`src/sv/wildcard_pattern_matcher_macros.svh`:
```
// Assertion macros shared by the wildcard pattern matcher RTL.
// Expects signals named clk and rst in the scope that uses them.
`ifndef WILDCARD_PATTERN_MATCHER_MACROS_SVH
`define WILDCARD_PATTERN_MATCHER_MACROS_SVH

// Consequent must hold in the same cycle as the antecedent.
`define WPM_ASSERT_NOW(label, ante, cons, msg) \
  label: assert property (@(posedge clk) disable iff (rst) (ante) |-> (cons)) \
    else $error(msg);

// Consequent must hold in the cycle after the antecedent.
`define WPM_ASSERT_NEXT(label, ante, cons, msg) \
  label: assert property (@(posedge clk) disable iff (rst) (ante) |=> (cons)) \
    else $error(msg);

`endif

```
`src/sv/wpm_pkg.sv`:
```
// Package for the wildcard pattern matcher: widths, codes, structs, compare helpers.
// No dependencies.
`timescale 1ns / 1ps
`default_nettype none

package wpm_pkg;

  localparam int MAX_PATTERN = 16;
  localparam int PAT_IDX_W   = $clog2(MAX_PATTERN);
  localparam int CHAR_W      = 8;
  localparam int WORD_W      = 64;
  localparam int CHARS_PER_WORD = WORD_W / CHAR_W;
  localparam int LEN_W       = 5;
  localparam int POS_W       = 16;
  localparam int CNT_W       = 16;
  localparam int CFG_ADDR_W  = 2;

  localparam logic [CHAR_W-1:0] WILD_ANY   = 8'h25;  // '%'
  localparam logic [CHAR_W-1:0] WILD_DIGIT = 8'h23;  // '#'
  localparam logic [CHAR_W-1:0] CH_ZERO    = 8'h30;
  localparam logic [CHAR_W-1:0] CH_NINE    = 8'h39;
  localparam logic [CHAR_W-1:0] CH_UPPER_A = 8'h41;
  localparam logic [CHAR_W-1:0] CH_UPPER_Z = 8'h5A;
  localparam logic [CHAR_W-1:0] CASE_DELTA = 8'h20;
  localparam logic [CNT_W-1:0]  CNT_MAX    = '1;

  typedef enum logic [CFG_ADDR_W-1:0] {
    REG_PAT_LOW  = 2'd0,
    REG_PAT_HIGH = 2'd1,
    REG_PAT_LEN  = 2'd2,
    REG_CASE     = 2'd3
  } cfg_reg_t;

  // Control broadcast to every cell.
  typedef struct packed {
    logic              advance;
    logic              clear;
    logic [CHAR_W-1:0] text;     // already case folded
    logic              fold;
  } cell_ctl_t;

  // Per-byte result from the tally unit.
  typedef struct packed {
    logic             ends;
    logic [CNT_W-1:0] count;
    logic             found;
    logic [POS_W-1:0] first;
  } tally_res_t;

  function automatic logic [CHAR_W-1:0] fold_char(input logic [CHAR_W-1:0] c,
                                                  input logic en);
    if (en && c >= CH_UPPER_A && c <= CH_UPPER_Z) begin
      return c + CASE_DELTA;
    end
    return c;
  endfunction

  function automatic logic char_hit(input logic [CHAR_W-1:0] p,
                                    input logic [CHAR_W-1:0] t);
    return (p == t) || (p == WILD_ANY) ||
           ((p == WILD_DIGIT) && (t >= CH_ZERO) && (t <= CH_NINE));
  endfunction

endpackage

`default_nettype wire

```
`src/sv/wpm_if.sv`:
```
// Channel interfaces for the wildcard pattern matcher (text, result, config).
// Depends on wpm_pkg.
`timescale 1ns / 1ps
`default_nettype none

interface wpm_text_if;
  logic                       valid;
  logic                       ready;
  logic [wpm_pkg::CHAR_W-1:0] text_char;
  logic                       last_char;
  modport source (output valid, text_char, last_char, input ready);
  modport sink   (input valid, text_char, last_char, output ready);
endinterface

interface wpm_result_if;
  logic                      valid;
  logic                      ready;
  logic                      match_ends_here;
  logic [wpm_pkg::CNT_W-1:0] match_count;
  logic                      found_any;
  logic [wpm_pkg::POS_W-1:0] first_match_start;
  logic                      text_done;
  modport source (output valid, match_ends_here, match_count, found_any,
                  first_match_start, text_done, input ready);
  modport sink   (input valid, match_ends_here, match_count, found_any,
                  first_match_start, text_done, output ready);
endinterface

interface wpm_cfg_if;
  logic                           valid;
  logic                           ready;
  logic [wpm_pkg::CFG_ADDR_W-1:0] addr;
  logic [wpm_pkg::WORD_W-1:0]     data;
  modport source (output valid, addr, data, input ready);
  modport sink   (input valid, addr, data, output ready);
endinterface

`default_nettype wire

```
`src/sv/wpm_cell.sv`:
```
// One matcher chain cell: holds one partial-match bit and tests one pattern char.
// Depends on wpm_pkg.
`timescale 1ns / 1ps
`default_nettype none

module wpm_cell (
  input  wire logic                       clk,
  input  wire logic                       rst,
  input  wire wpm_pkg::cell_ctl_t         ctl,
  input  wire logic [wpm_pkg::CHAR_W-1:0] pat_char,
  input  wire logic                       enable,    // cell lies inside the length
  input  wire logic                       prev_bit,  // from the left neighbor
  output logic                            bit_q,
  output logic                            bit_next
);

  logic [wpm_pkg::CHAR_W-1:0] pat_folded;

  assign pat_folded = wpm_pkg::fold_char(pat_char, ctl.fold);
  assign bit_next   = prev_bit && enable && wpm_pkg::char_hit(pat_folded, ctl.text);

  always_ff @(posedge clk) begin
    if (rst) begin
      bit_q <= 1'b0;
    end else if (ctl.advance) begin
      bit_q <= ctl.clear ? 1'b0 : bit_next;
    end
  end

endmodule

`default_nettype wire

```
`src/sv/wpm_tally.sv`:
```
// Match statistics: text position, saturating count, first match start.
// Depends on wpm_pkg.
`timescale 1ns / 1ps
`default_nettype none

module wpm_tally (
  input  wire logic                          clk,
  input  wire logic                          rst,
  input  wire logic                          advance,
  input  wire logic                          clear,
  input  wire logic                          ends,
  input  wire logic [wpm_pkg::PAT_IDX_W-1:0] len_m1,
  output wpm_pkg::tally_res_t                res
);

  logic [wpm_pkg::POS_W-1:0] pos;
  logic [wpm_pkg::CNT_W-1:0] count;
  logic                      found;
  logic [wpm_pkg::POS_W-1:0] first;
  logic [wpm_pkg::CNT_W-1:0] count_next;
  logic                      found_next;
  logic [wpm_pkg::POS_W-1:0] first_next;

  always_comb begin
    count_next = (ends && count != wpm_pkg::CNT_MAX) ? count + 1'b1 : count;
    found_next = found | ends;
    first_next = (ends && !found) ?
                 pos - wpm_pkg::POS_W'(len_m1) : first;
  end

  assign res = '{ends: ends, count: count_next, found: found_next, first: first_next};

  always_ff @(posedge clk) begin
    if (rst) begin
      pos   <= '0;
      count <= '0;
      found <= 1'b0;
      first <= '0;
    end else if (advance) begin
      if (clear) begin
        pos   <= '0;
        count <= '0;
        found <= 1'b0;
        first <= '0;
      end else begin
        pos   <= pos + 1'b1;
        count <= count_next;
        found <= found_next;
        first <= first_next;
      end
    end
  end

endmodule

`default_nettype wire

```
`src/sv/wildcard_pattern_matcher.sv`:
```
// Top level of the wildcard pattern matcher: config registers, cell chain, tally, output reg.
// Depends on wpm_pkg, wpm_if, wpm_cell, wpm_tally and the macros header.
//
//  channel    role   payload                                           handshake
//  ---------  -----  ------------------------------------------------  -----------
//  text_in    sink   text_char[7:0], last_char                         valid/ready
//  result     source match_ends_here, match_count[15:0], found_any,    valid/ready
//                    first_match_start[15:0], text_done
//  cfg        sink   addr[1:0], data[63:0]                             valid/ready
//
//  Each text transaction yields one result transaction, valid in the cycle after it is taken.
//  One byte per cycle while results are taken: all cells compare in parallel, each passing its bit right.
//  text_in.ready is high while the result register is empty or being drained,
//  so only a result that is not taken holds text_in off. cfg.ready is always high.
//  Reset (rst, synchronous) clears partial bits, statistics and the result valid;
//  pattern registers reset to all zero, length 1, case fold off.
`timescale 1ns / 1ps
`default_nettype none
`include "wildcard_pattern_matcher_macros.svh"

module wildcard_pattern_matcher (
  input  wire logic clk,
  input  wire logic rst,
  wpm_text_if.sink     text_in,
  wpm_result_if.source result,
  wpm_cfg_if.sink      cfg
);

  localparam int NP = wpm_pkg::MAX_PATTERN;

  // ---------------------------------------------------------------------------
  // Configuration registers
  // ---------------------------------------------------------------------------
  logic [wpm_pkg::WORD_W-1:0]    pat_low;
  logic [wpm_pkg::WORD_W-1:0]    pat_high;
  logic [wpm_pkg::PAT_IDX_W-1:0] len_m1;     // effective length minus one
  logic                          case_fold;
  logic [wpm_pkg::LEN_W-1:0]     len_raw;
  logic [wpm_pkg::PAT_IDX_W-1:0] len_m1_next;

  assign cfg.ready = 1'b1;
  assign len_raw   = cfg.data[wpm_pkg::LEN_W-1:0];

  // Length 0 behaves as 1, anything past the chain as the full chain.
  always_comb begin
    if (len_raw == '0) begin
      len_m1_next = '0;
    end else if (len_raw > wpm_pkg::LEN_W'(NP)) begin
      len_m1_next = wpm_pkg::PAT_IDX_W'(NP - 1);
    end else begin
      len_m1_next = wpm_pkg::PAT_IDX_W'(len_raw - 1'b1);
    end
  end

  always_ff @(posedge clk) begin
    if (rst) begin
      pat_low   <= '0;
      pat_high  <= '0;
      len_m1    <= '0;
      case_fold <= 1'b0;
    end else if (cfg.valid && cfg.ready) begin
      unique case (wpm_pkg::cfg_reg_t'(cfg.addr))
        wpm_pkg::REG_PAT_LOW:  pat_low   <= cfg.data;
        wpm_pkg::REG_PAT_HIGH: pat_high  <= cfg.data;
        wpm_pkg::REG_PAT_LEN:  len_m1    <= len_m1_next;
        wpm_pkg::REG_CASE:     case_fold <= cfg.data[0];
        default: ;
      endcase
    end
  end

  // ---------------------------------------------------------------------------
  // Handshake: one result register between the two sides
  // ---------------------------------------------------------------------------
  logic in_fire;
  logic out_valid;

  assign text_in.ready = !out_valid || result.ready;
  assign in_fire       = text_in.valid && text_in.ready;

  // ---------------------------------------------------------------------------
  // Cell chain
  // ---------------------------------------------------------------------------
  wpm_pkg::cell_ctl_t cell_ctl;
  logic [NP-1:0]      cell_bits;
  logic [NP-1:0]      cell_next;
  logic [NP-1:0]      cell_en;
  logic [2*wpm_pkg::WORD_W-1:0] pat_all;

  assign pat_all  = {pat_high, pat_low};
  assign cell_ctl = '{advance: in_fire,
                      clear:   text_in.last_char,
                      text:    wpm_pkg::fold_char(text_in.text_char, case_fold),
                      fold:    case_fold};

  for (genvar j = 0; j < NP; j++) begin : g_cell
    assign cell_en[j] = (wpm_pkg::PAT_IDX_W'(j) <= len_m1);
    wpm_cell u_cell (
      .clk      (clk),
      .rst      (rst),
      .ctl      (cell_ctl),
      .pat_char (pat_all[j*wpm_pkg::CHAR_W +: wpm_pkg::CHAR_W]),
      .enable   (cell_en[j]),
      .prev_bit ((j == 0) ? 1'b1 : cell_bits[(j == 0) ? 0 : j-1]),
      .bit_q    (cell_bits[j]),
      .bit_next (cell_next[j])
    );
  end

  // A match ends here when the cell for the last pattern char lights up.
  logic ends;
  assign ends = cell_next[len_m1];

  // ---------------------------------------------------------------------------
  // Statistics
  // ---------------------------------------------------------------------------
  wpm_pkg::tally_res_t tres;

  wpm_tally u_tally (
    .clk     (clk),
    .rst     (rst),
    .advance (in_fire),
    .clear   (text_in.last_char),
    .ends    (ends),
    .len_m1  (len_m1),
    .res     (tres)
  );

  // ---------------------------------------------------------------------------
  // Result register
  // ---------------------------------------------------------------------------
  logic                      r_ends;
  logic [wpm_pkg::CNT_W-1:0] r_count;
  logic                      r_found;
  logic [wpm_pkg::POS_W-1:0] r_first;
  logic                      r_done;

  always_ff @(posedge clk) begin
    if (rst) begin
      out_valid <= 1'b0;
    end else if (in_fire) begin
      out_valid <= 1'b1;
    end else if (result.ready) begin
      out_valid <= 1'b0;
    end
  end

  always_ff @(posedge clk) begin
    if (in_fire) begin
      r_ends  <= tres.ends;
      r_count <= tres.count;
      r_found <= tres.found;
      r_first <= tres.first;
      r_done  <= text_in.last_char;
    end
  end

  assign result.valid             = out_valid;
  assign result.match_ends_here   = r_ends;
  assign result.match_count       = r_count;
  assign result.found_any         = r_found;
  assign result.first_match_start = r_first;
  assign result.text_done         = r_done;

  // ---------------------------------------------------------------------------
  // Assertions
  // ---------------------------------------------------------------------------
  `WPM_ASSERT_NEXT(a_clear_last, in_fire && text_in.last_char, cell_bits == '0, "not cleared")
  `WPM_ASSERT_NOW(a_match_found, out_valid && r_ends, r_found && r_count != '0, "match untallied")
  `WPM_ASSERT_NOW(a_stall_blocks, out_valid && !result.ready, !text_in.ready, "input not held")

endmodule

`default_nettype wire

```
`src/flat_wrapper.sv`:
```
// flat-port wrapper written by rule: the top's interface ports become plain ports
module wildcard_pattern_matcher_flat 
  (clk, rst, text_in_valid, text_in_text_char, text_in_last_char, text_in_ready, result_valid, result_match_ends_here, result_match_count, result_found_any, result_first_match_start, result_text_done, result_ready, cfg_valid, cfg_addr, cfg_data, cfg_ready);
  wpm_text_if text_in_i ();
  wpm_result_if result_i ();
  wpm_cfg_if cfg_i ();
  input  wire logic clk;
  input  wire logic rst;
  input wire logic [$bits(text_in_i.valid)-1:0] text_in_valid;
  input wire logic [$bits(text_in_i.text_char)-1:0] text_in_text_char;
  input wire logic [$bits(text_in_i.last_char)-1:0] text_in_last_char;
  output wire logic [$bits(text_in_i.ready)-1:0] text_in_ready;
  output wire logic [$bits(result_i.valid)-1:0] result_valid;
  output wire logic [$bits(result_i.match_ends_here)-1:0] result_match_ends_here;
  output wire logic [$bits(result_i.match_count)-1:0] result_match_count;
  output wire logic [$bits(result_i.found_any)-1:0] result_found_any;
  output wire logic [$bits(result_i.first_match_start)-1:0] result_first_match_start;
  output wire logic [$bits(result_i.text_done)-1:0] result_text_done;
  input wire logic [$bits(result_i.ready)-1:0] result_ready;
  input wire logic [$bits(cfg_i.valid)-1:0] cfg_valid;
  input wire logic [$bits(cfg_i.addr)-1:0] cfg_addr;
  input wire logic [$bits(cfg_i.data)-1:0] cfg_data;
  output wire logic [$bits(cfg_i.ready)-1:0] cfg_ready;
  assign text_in_i.valid = text_in_valid;
  assign text_in_i.text_char = text_in_text_char;
  assign text_in_i.last_char = text_in_last_char;
  assign text_in_ready = text_in_i.ready;
  assign result_valid = result_i.valid;
  assign result_match_ends_here = result_i.match_ends_here;
  assign result_match_count = result_i.match_count;
  assign result_found_any = result_i.found_any;
  assign result_first_match_start = result_i.first_match_start;
  assign result_text_done = result_i.text_done;
  assign result_i.ready = result_ready;
  assign cfg_i.valid = cfg_valid;
  assign cfg_i.addr = cfg_addr;
  assign cfg_i.data = cfg_data;
  assign cfg_ready = cfg_i.ready;
  wildcard_pattern_matcher u_core (.clk(clk), .rst(rst), .text_in(text_in_i), .result(result_i), .cfg(cfg_i));
endmodule
```
`config.mk`:
```
export PLATFORM = sky130hd
export DESIGN_NAME = wildcard_pattern_matcher_flat
export DESIGN_NICKNAME = d
export VERILOG_FILES = /design/src/sv/wpm_pkg.sv /design/src/sv/wpm_if.sv /design/src/sv/wpm_cell.sv /design/src/sv/wpm_tally.sv /design/src/sv/wildcard_pattern_matcher.sv /design/src/flat_wrapper.sv
export VERILOG_INCLUDE_DIRS = /design/src /design/src/sv
export SDC_FILE = /design/constraint.sdc
export NUM_CORES = 1
export LEC_CHECK = 0
export BUFFER_PORTS_ARGS = -buffer_cell sky130_fd_sc_hd__buf_2
export CAP_MARGIN = 20
export CORE_ASPECT_RATIO = 1.2
export CORE_MARGIN = 5
export CORE_UTILIZATION = 30
export DETAILED_ROUTE_END_ITERATION = 6
export SLEW_MARGIN = 25
export SYNTH_ARGS = -nofsm -noshare
export SYNTH_HDL_FRONTEND = slang
export SYNTH_SLANG_ARGS = --single-unit
```
`constraint.sdc`:
```
create_clock -name clk -period 9.12 [get_ports clk]
set_clock_uncertainty 0.05 [all_clocks]
set_input_delay 0.456 -clock clk [delete_from_list [all_inputs] [get_ports clk]]
set_output_delay 0.456 -clock clk [all_outputs]
set_load 0.01 [all_outputs]
```
==> impl_metrics.env <==
export IMPL_outcome="finished clean"
export IMPL_totalWireLength_um=44200
export IMPL_crit_slowest_cell="nor2_2"
export IMPL_rsz0062_at_grt="false"
export IMPL_p_comb_share_pct=13.0
export IMPL_critPathCaptureType="register"
export IMPL_ys_ff_latch=233
export IMPL_path_delay_family="simple AND/OR/NAND/NOR gates"
export IMPL_final_hold_viol_count=0
export IMPL_hold_ws_ns=0.0889
export IMPL_postCtsResizedCells=0
export IMPL_drt_met1_wl_um=18500
export IMPL_fill_cells=4968
export IMPL_timing_setup_tns_ns=0
export IMPL_path_class="register to register"
export IMPL_slew_headroom_pct=33.4
export IMPL_wl_met3_um=2380
export IMPL_vias=13350
export IMPL_gr_total_overflow=0
export IMPL_clock_latency_ns=0.57
export IMPL_cts_buffer_depth=3
export IMPL_io_pins=118
export IMPL_p_int_uw=1820
export IMPL_top_layer="met5"
export IMPL_yosys_warnings=0
export IMPL_wl_met2_um=22400
export IMPL_syn_area_mm2=0.0142
export IMPL_postCtsSetupBuffers=0
export IMPL_cts_buffers=28
export IMPL_p_leak_uw=0.00568
export IMPL_holdBufCountCts=0
export IMPL_row_count=87
export IMPL_tightest_slew_ns=0.995
export IMPL_die_w_um=208
export IMPL_dieHeight_um=248
export IMPL_arrival_ns=5.78
export IMPL_ys_flop_type="dfxtp_1"
export IMPL_power_frac_seq_pct=44.6
export IMPL_dp_hpwl_um=30600
export IMPL_grt_pass1_vias=12857
export IMPL_drc_errors=0
export IMPL_clk_pin_slew_ns=0.06
export IMPL_first_iter_violations=764
export IMPL_avgSynthCellArea_um2=7.91
export IMPL_synth_edf_count=35
export IMPL_h_tree_depth=1
export IMPL_grt_max_degree=101
export IMPL_core_area_mm2=0.0468
export IMPL_tritoncts="done"
export IMPL_worstHoldPathType="input pin to register"
export IMPL_async_flop_share_pct=0
export IMPL_finalSetupViolations=0
export IMPL_syn_nets=1895
export IMPL_avgViaCountPerCell=5.36
export IMPL_peakVddDrop_uv=121
export IMPL_worstPathMaxFanout=29
export IMPL_utilization_pct=34.4
export IMPL_finalCritPeriodShare_pct=60.5
export IMPL_antenna_found_initial=5
export IMPL_ys_types=93
export IMPL_path_cells="clkinv_1 -> nor2_1 -> o21ai_0 -> or4b_2 -> a2111oi_1 -> a21o_1 -> a221oi_1 -> o211ai_1 -> a31oi_4 -> buf_4 -> nor2_2 -> mux2_2"
export IMPL_synthCells=1789
export IMPL_place_congestion=0.916
export IMPL_switching_share_pct=27.7
export IMPL_drive_above_1_share_pct=13.1
export IMPL_cp_data_required_time_ns=9.38
export IMPL_postRouteAntennaNets=0
export IMPL_min_period_ns=5.52
export IMPL_p_sw_uw=700
export IMPL_firstDrtPassIters=5
export IMPL_grt_pass1_wl_um=70200
export IMPL_critPathBufInv=2
export IMPL_dieArea_mm2=0.0516
export IMPL_nets=1947
export IMPL_yosysSeqAreaShare_pct=35.4
export IMPL_clkPwrFrac_pct=42.4
export IMPL_maxSlewViolCount=0
export IMPL_io_buffers=116
export IMPL_cts_sinks=233
export IMPL_max_cap_violations=0
export IMPL_track_usage_pct=16.3
export IMPL_area_growth_synth_to_final_pct=13.7
export IMPL_cts_root_buf="clkbuf_16"
export IMPL_power_density_mw_per_mm2=157
export IMPL_startpoint_type="register"
export IMPL_max_freq_mhz=181
export IMPL_wl_per_cell_um=17.7
export IMPL_cpPeakStageDelay_ns=0.72
export IMPL_start_util_pct=30.2
## cells by family (layout without fill, tap and decap cells)
kind of cell | count (synthesis) | count (layout) | share of synthesized area, %
mux | 44 | 44 | 3.41
simple gates | 772 | 772 | 26.5
buf+inv | 153 | 227 | 4.56
other cells | 1 | 6 | 0.0265
flops | 233 | 233 | 35.4
fa+ha+maj | 26 | 26 | 2.35
xor+xnor | 157 | 157 | 9.72
compound gates | 403 | 403 | 18.0
## synthesized netlist by cell type, drive strengths merged (8+ instances only)
library cell,count,share of area [%]
nand2,359,9.5
a21oi,213,7.5
dfxtp,198,28
nor2,108,2.9
xor2,80,5.0
clkbuf,77,2.0
xnor2,77,4.8
nand3,49,1.7
inv,39,1.0
o21ai,38,1.3
buf,35,1.4
edfxtp,35,7.4
mux2,34,2.7
nor3,33,1.2
nor4,33,1.6
nand4,28,1.2
or4,26,1.4
and3,25,1.1
ha,25,2.2
nor2b,25,1.1
a31oi,17,0.96
nand2b,17,0.75
o211ai,13,0.69
a2111oi,12,0.84
nand4b,11,0.68
a21o,10,0.53
mux2i,10,0.71
or3,10,0.44
a32oi,9,0.56
o31ai,9,0.48
a211oi,8,0.42
## sequential cells by signal, indices dropped and copies added, names as in the netlist, 4 cells and up
| signal | cells |
|---|---|
| u_core.result.first_match_start | 16 |
| u_core.pat_high | 64 |
| u_core.u_tally.first | 16 |
| u_core.result.match_count | 16 |
| u_core.u_tally.pos | 16 |
| u_core.u_tally.count | 16 |
| u_core.len_m1 | 4 |
| u_core.pat_low | 64 |
| u_core.g_cell.u_cell.bit_q | 15 |
## power groups by stage
| stage | clock network (µW) | registers [µW] | logic [µW] |
|---|---|---|---|
| final | 1070 | 1130 | 328 |
| after global routing | 1140 | 1130 | 360 |
| after global placement | 0 | 1150 | 319 |
| after CTS | 1100 | 1120 | 328 |
| after floorplan | 0 | 1140 | 224 |
| after detailed placement | 0 | 1150 | 326 |
## metal layers
layer / vias up / global-route usage (%)
li1: 6466 / -
met1: 6435 / 20.0
met3: 65 / 2.65
met2: 382 / 29.9
met5: - / 0
met4: 2 / 4.31
## worst min-delay path, cell delays in order
cell	delay, ns
buf_2	0.10
inv_1	0.04
a21oi_1	0.05
## layout by cell type (no fill, tap or decap), drive strengths merged, types with 9 or more instances in the layout
| cell | Yosys | layout |
|---|---|---|
| nand3 | 49 | 49 |
| or4 | 26 | 26 |
| nand4b | 11 | 11 |
| a32oi | 9 | 9 |
| a21o | 10 | 10 |
| or3 | 10 | 10 |
| a31oi | 17 | 17 |
| xor2 | 80 | 80 |
| mux2 | 34 | 34 |
| and3 | 25 | 25 |
| clkbuf | 77 | 43 |
| clkinv | 2 | 9 |
| o21ai | 38 | 38 |
| xnor2 | 77 | 77 |
| nand2 | 359 | 359 |
| buf | 35 | 134 |
| a21oi | 213 | 213 |
| nor3 | 33 | 33 |
| nand2b | 17 | 17 |
| inv | 39 | 39 |
| o31ai | 9 | 9 |
| nand4 | 28 | 28 |
| nor4 | 33 | 33 |
| a2111oi | 12 | 12 |
| o211ai | 13 | 13 |
| nor2 | 108 | 108 |
| dfxtp | 198 | 198 |
| edfxtp | 35 | 35 |
| ha | 25 | 25 |
| mux2i | 10 | 10 |
| nor2b | 25 | 25 |
## cell type report
cell class	count	area, µm²	area share, %
timing repair buffer	134	722	4.49
sequential	233	5010	31.2
clock buffer	43	818	5.09
tap	623	779	4.85
antenna	5	12.5	0.0778
multi-input combinational	1403	8520	52.9
inverter	41	154	0.957
clock inverter	9	68.8	0.428
## final timing paths
kind / from / depth (start not counted) / endpoint / slack (ns)
setup reg to reg: u_core.len_m1[2]$_SDFFE_PP0P_ / 12 / u_core.result.first_match_start[2]$_DFFE_PP_ / 3.60
hold reg to reg: u_core.g_cell[5].u_cell.bit_q$_SDFFE_PP0P_ / 2 / u_core.g_cell[5].u_cell.bit_q$_SDFFE_PP0P_ / 0.41
hold / removal: text_in_valid / 3 / u_core.result.valid$_SDFFE_PP0P_ / 0.09
setup / recovery: u_core.len_m1[2]$_SDFFE_PP0P_ / 12 / u_core.result.first_match_start[2]$_DFFE_PP_ / 3.60
## stage by stage
stage               area, µm²  worst slack (ns)  instances  power, µW
global route            16100              3.33       2488       2630
CTS                     16100              3.65       2486       2550
floorplan               14200              4.86       1789       1360
global placement        15200              3.33       2434       1460
detailed placement      15200              3.24       2434       1470
finish                  16100              3.60       2491       2520
Power figures use the tool's default switching activity.
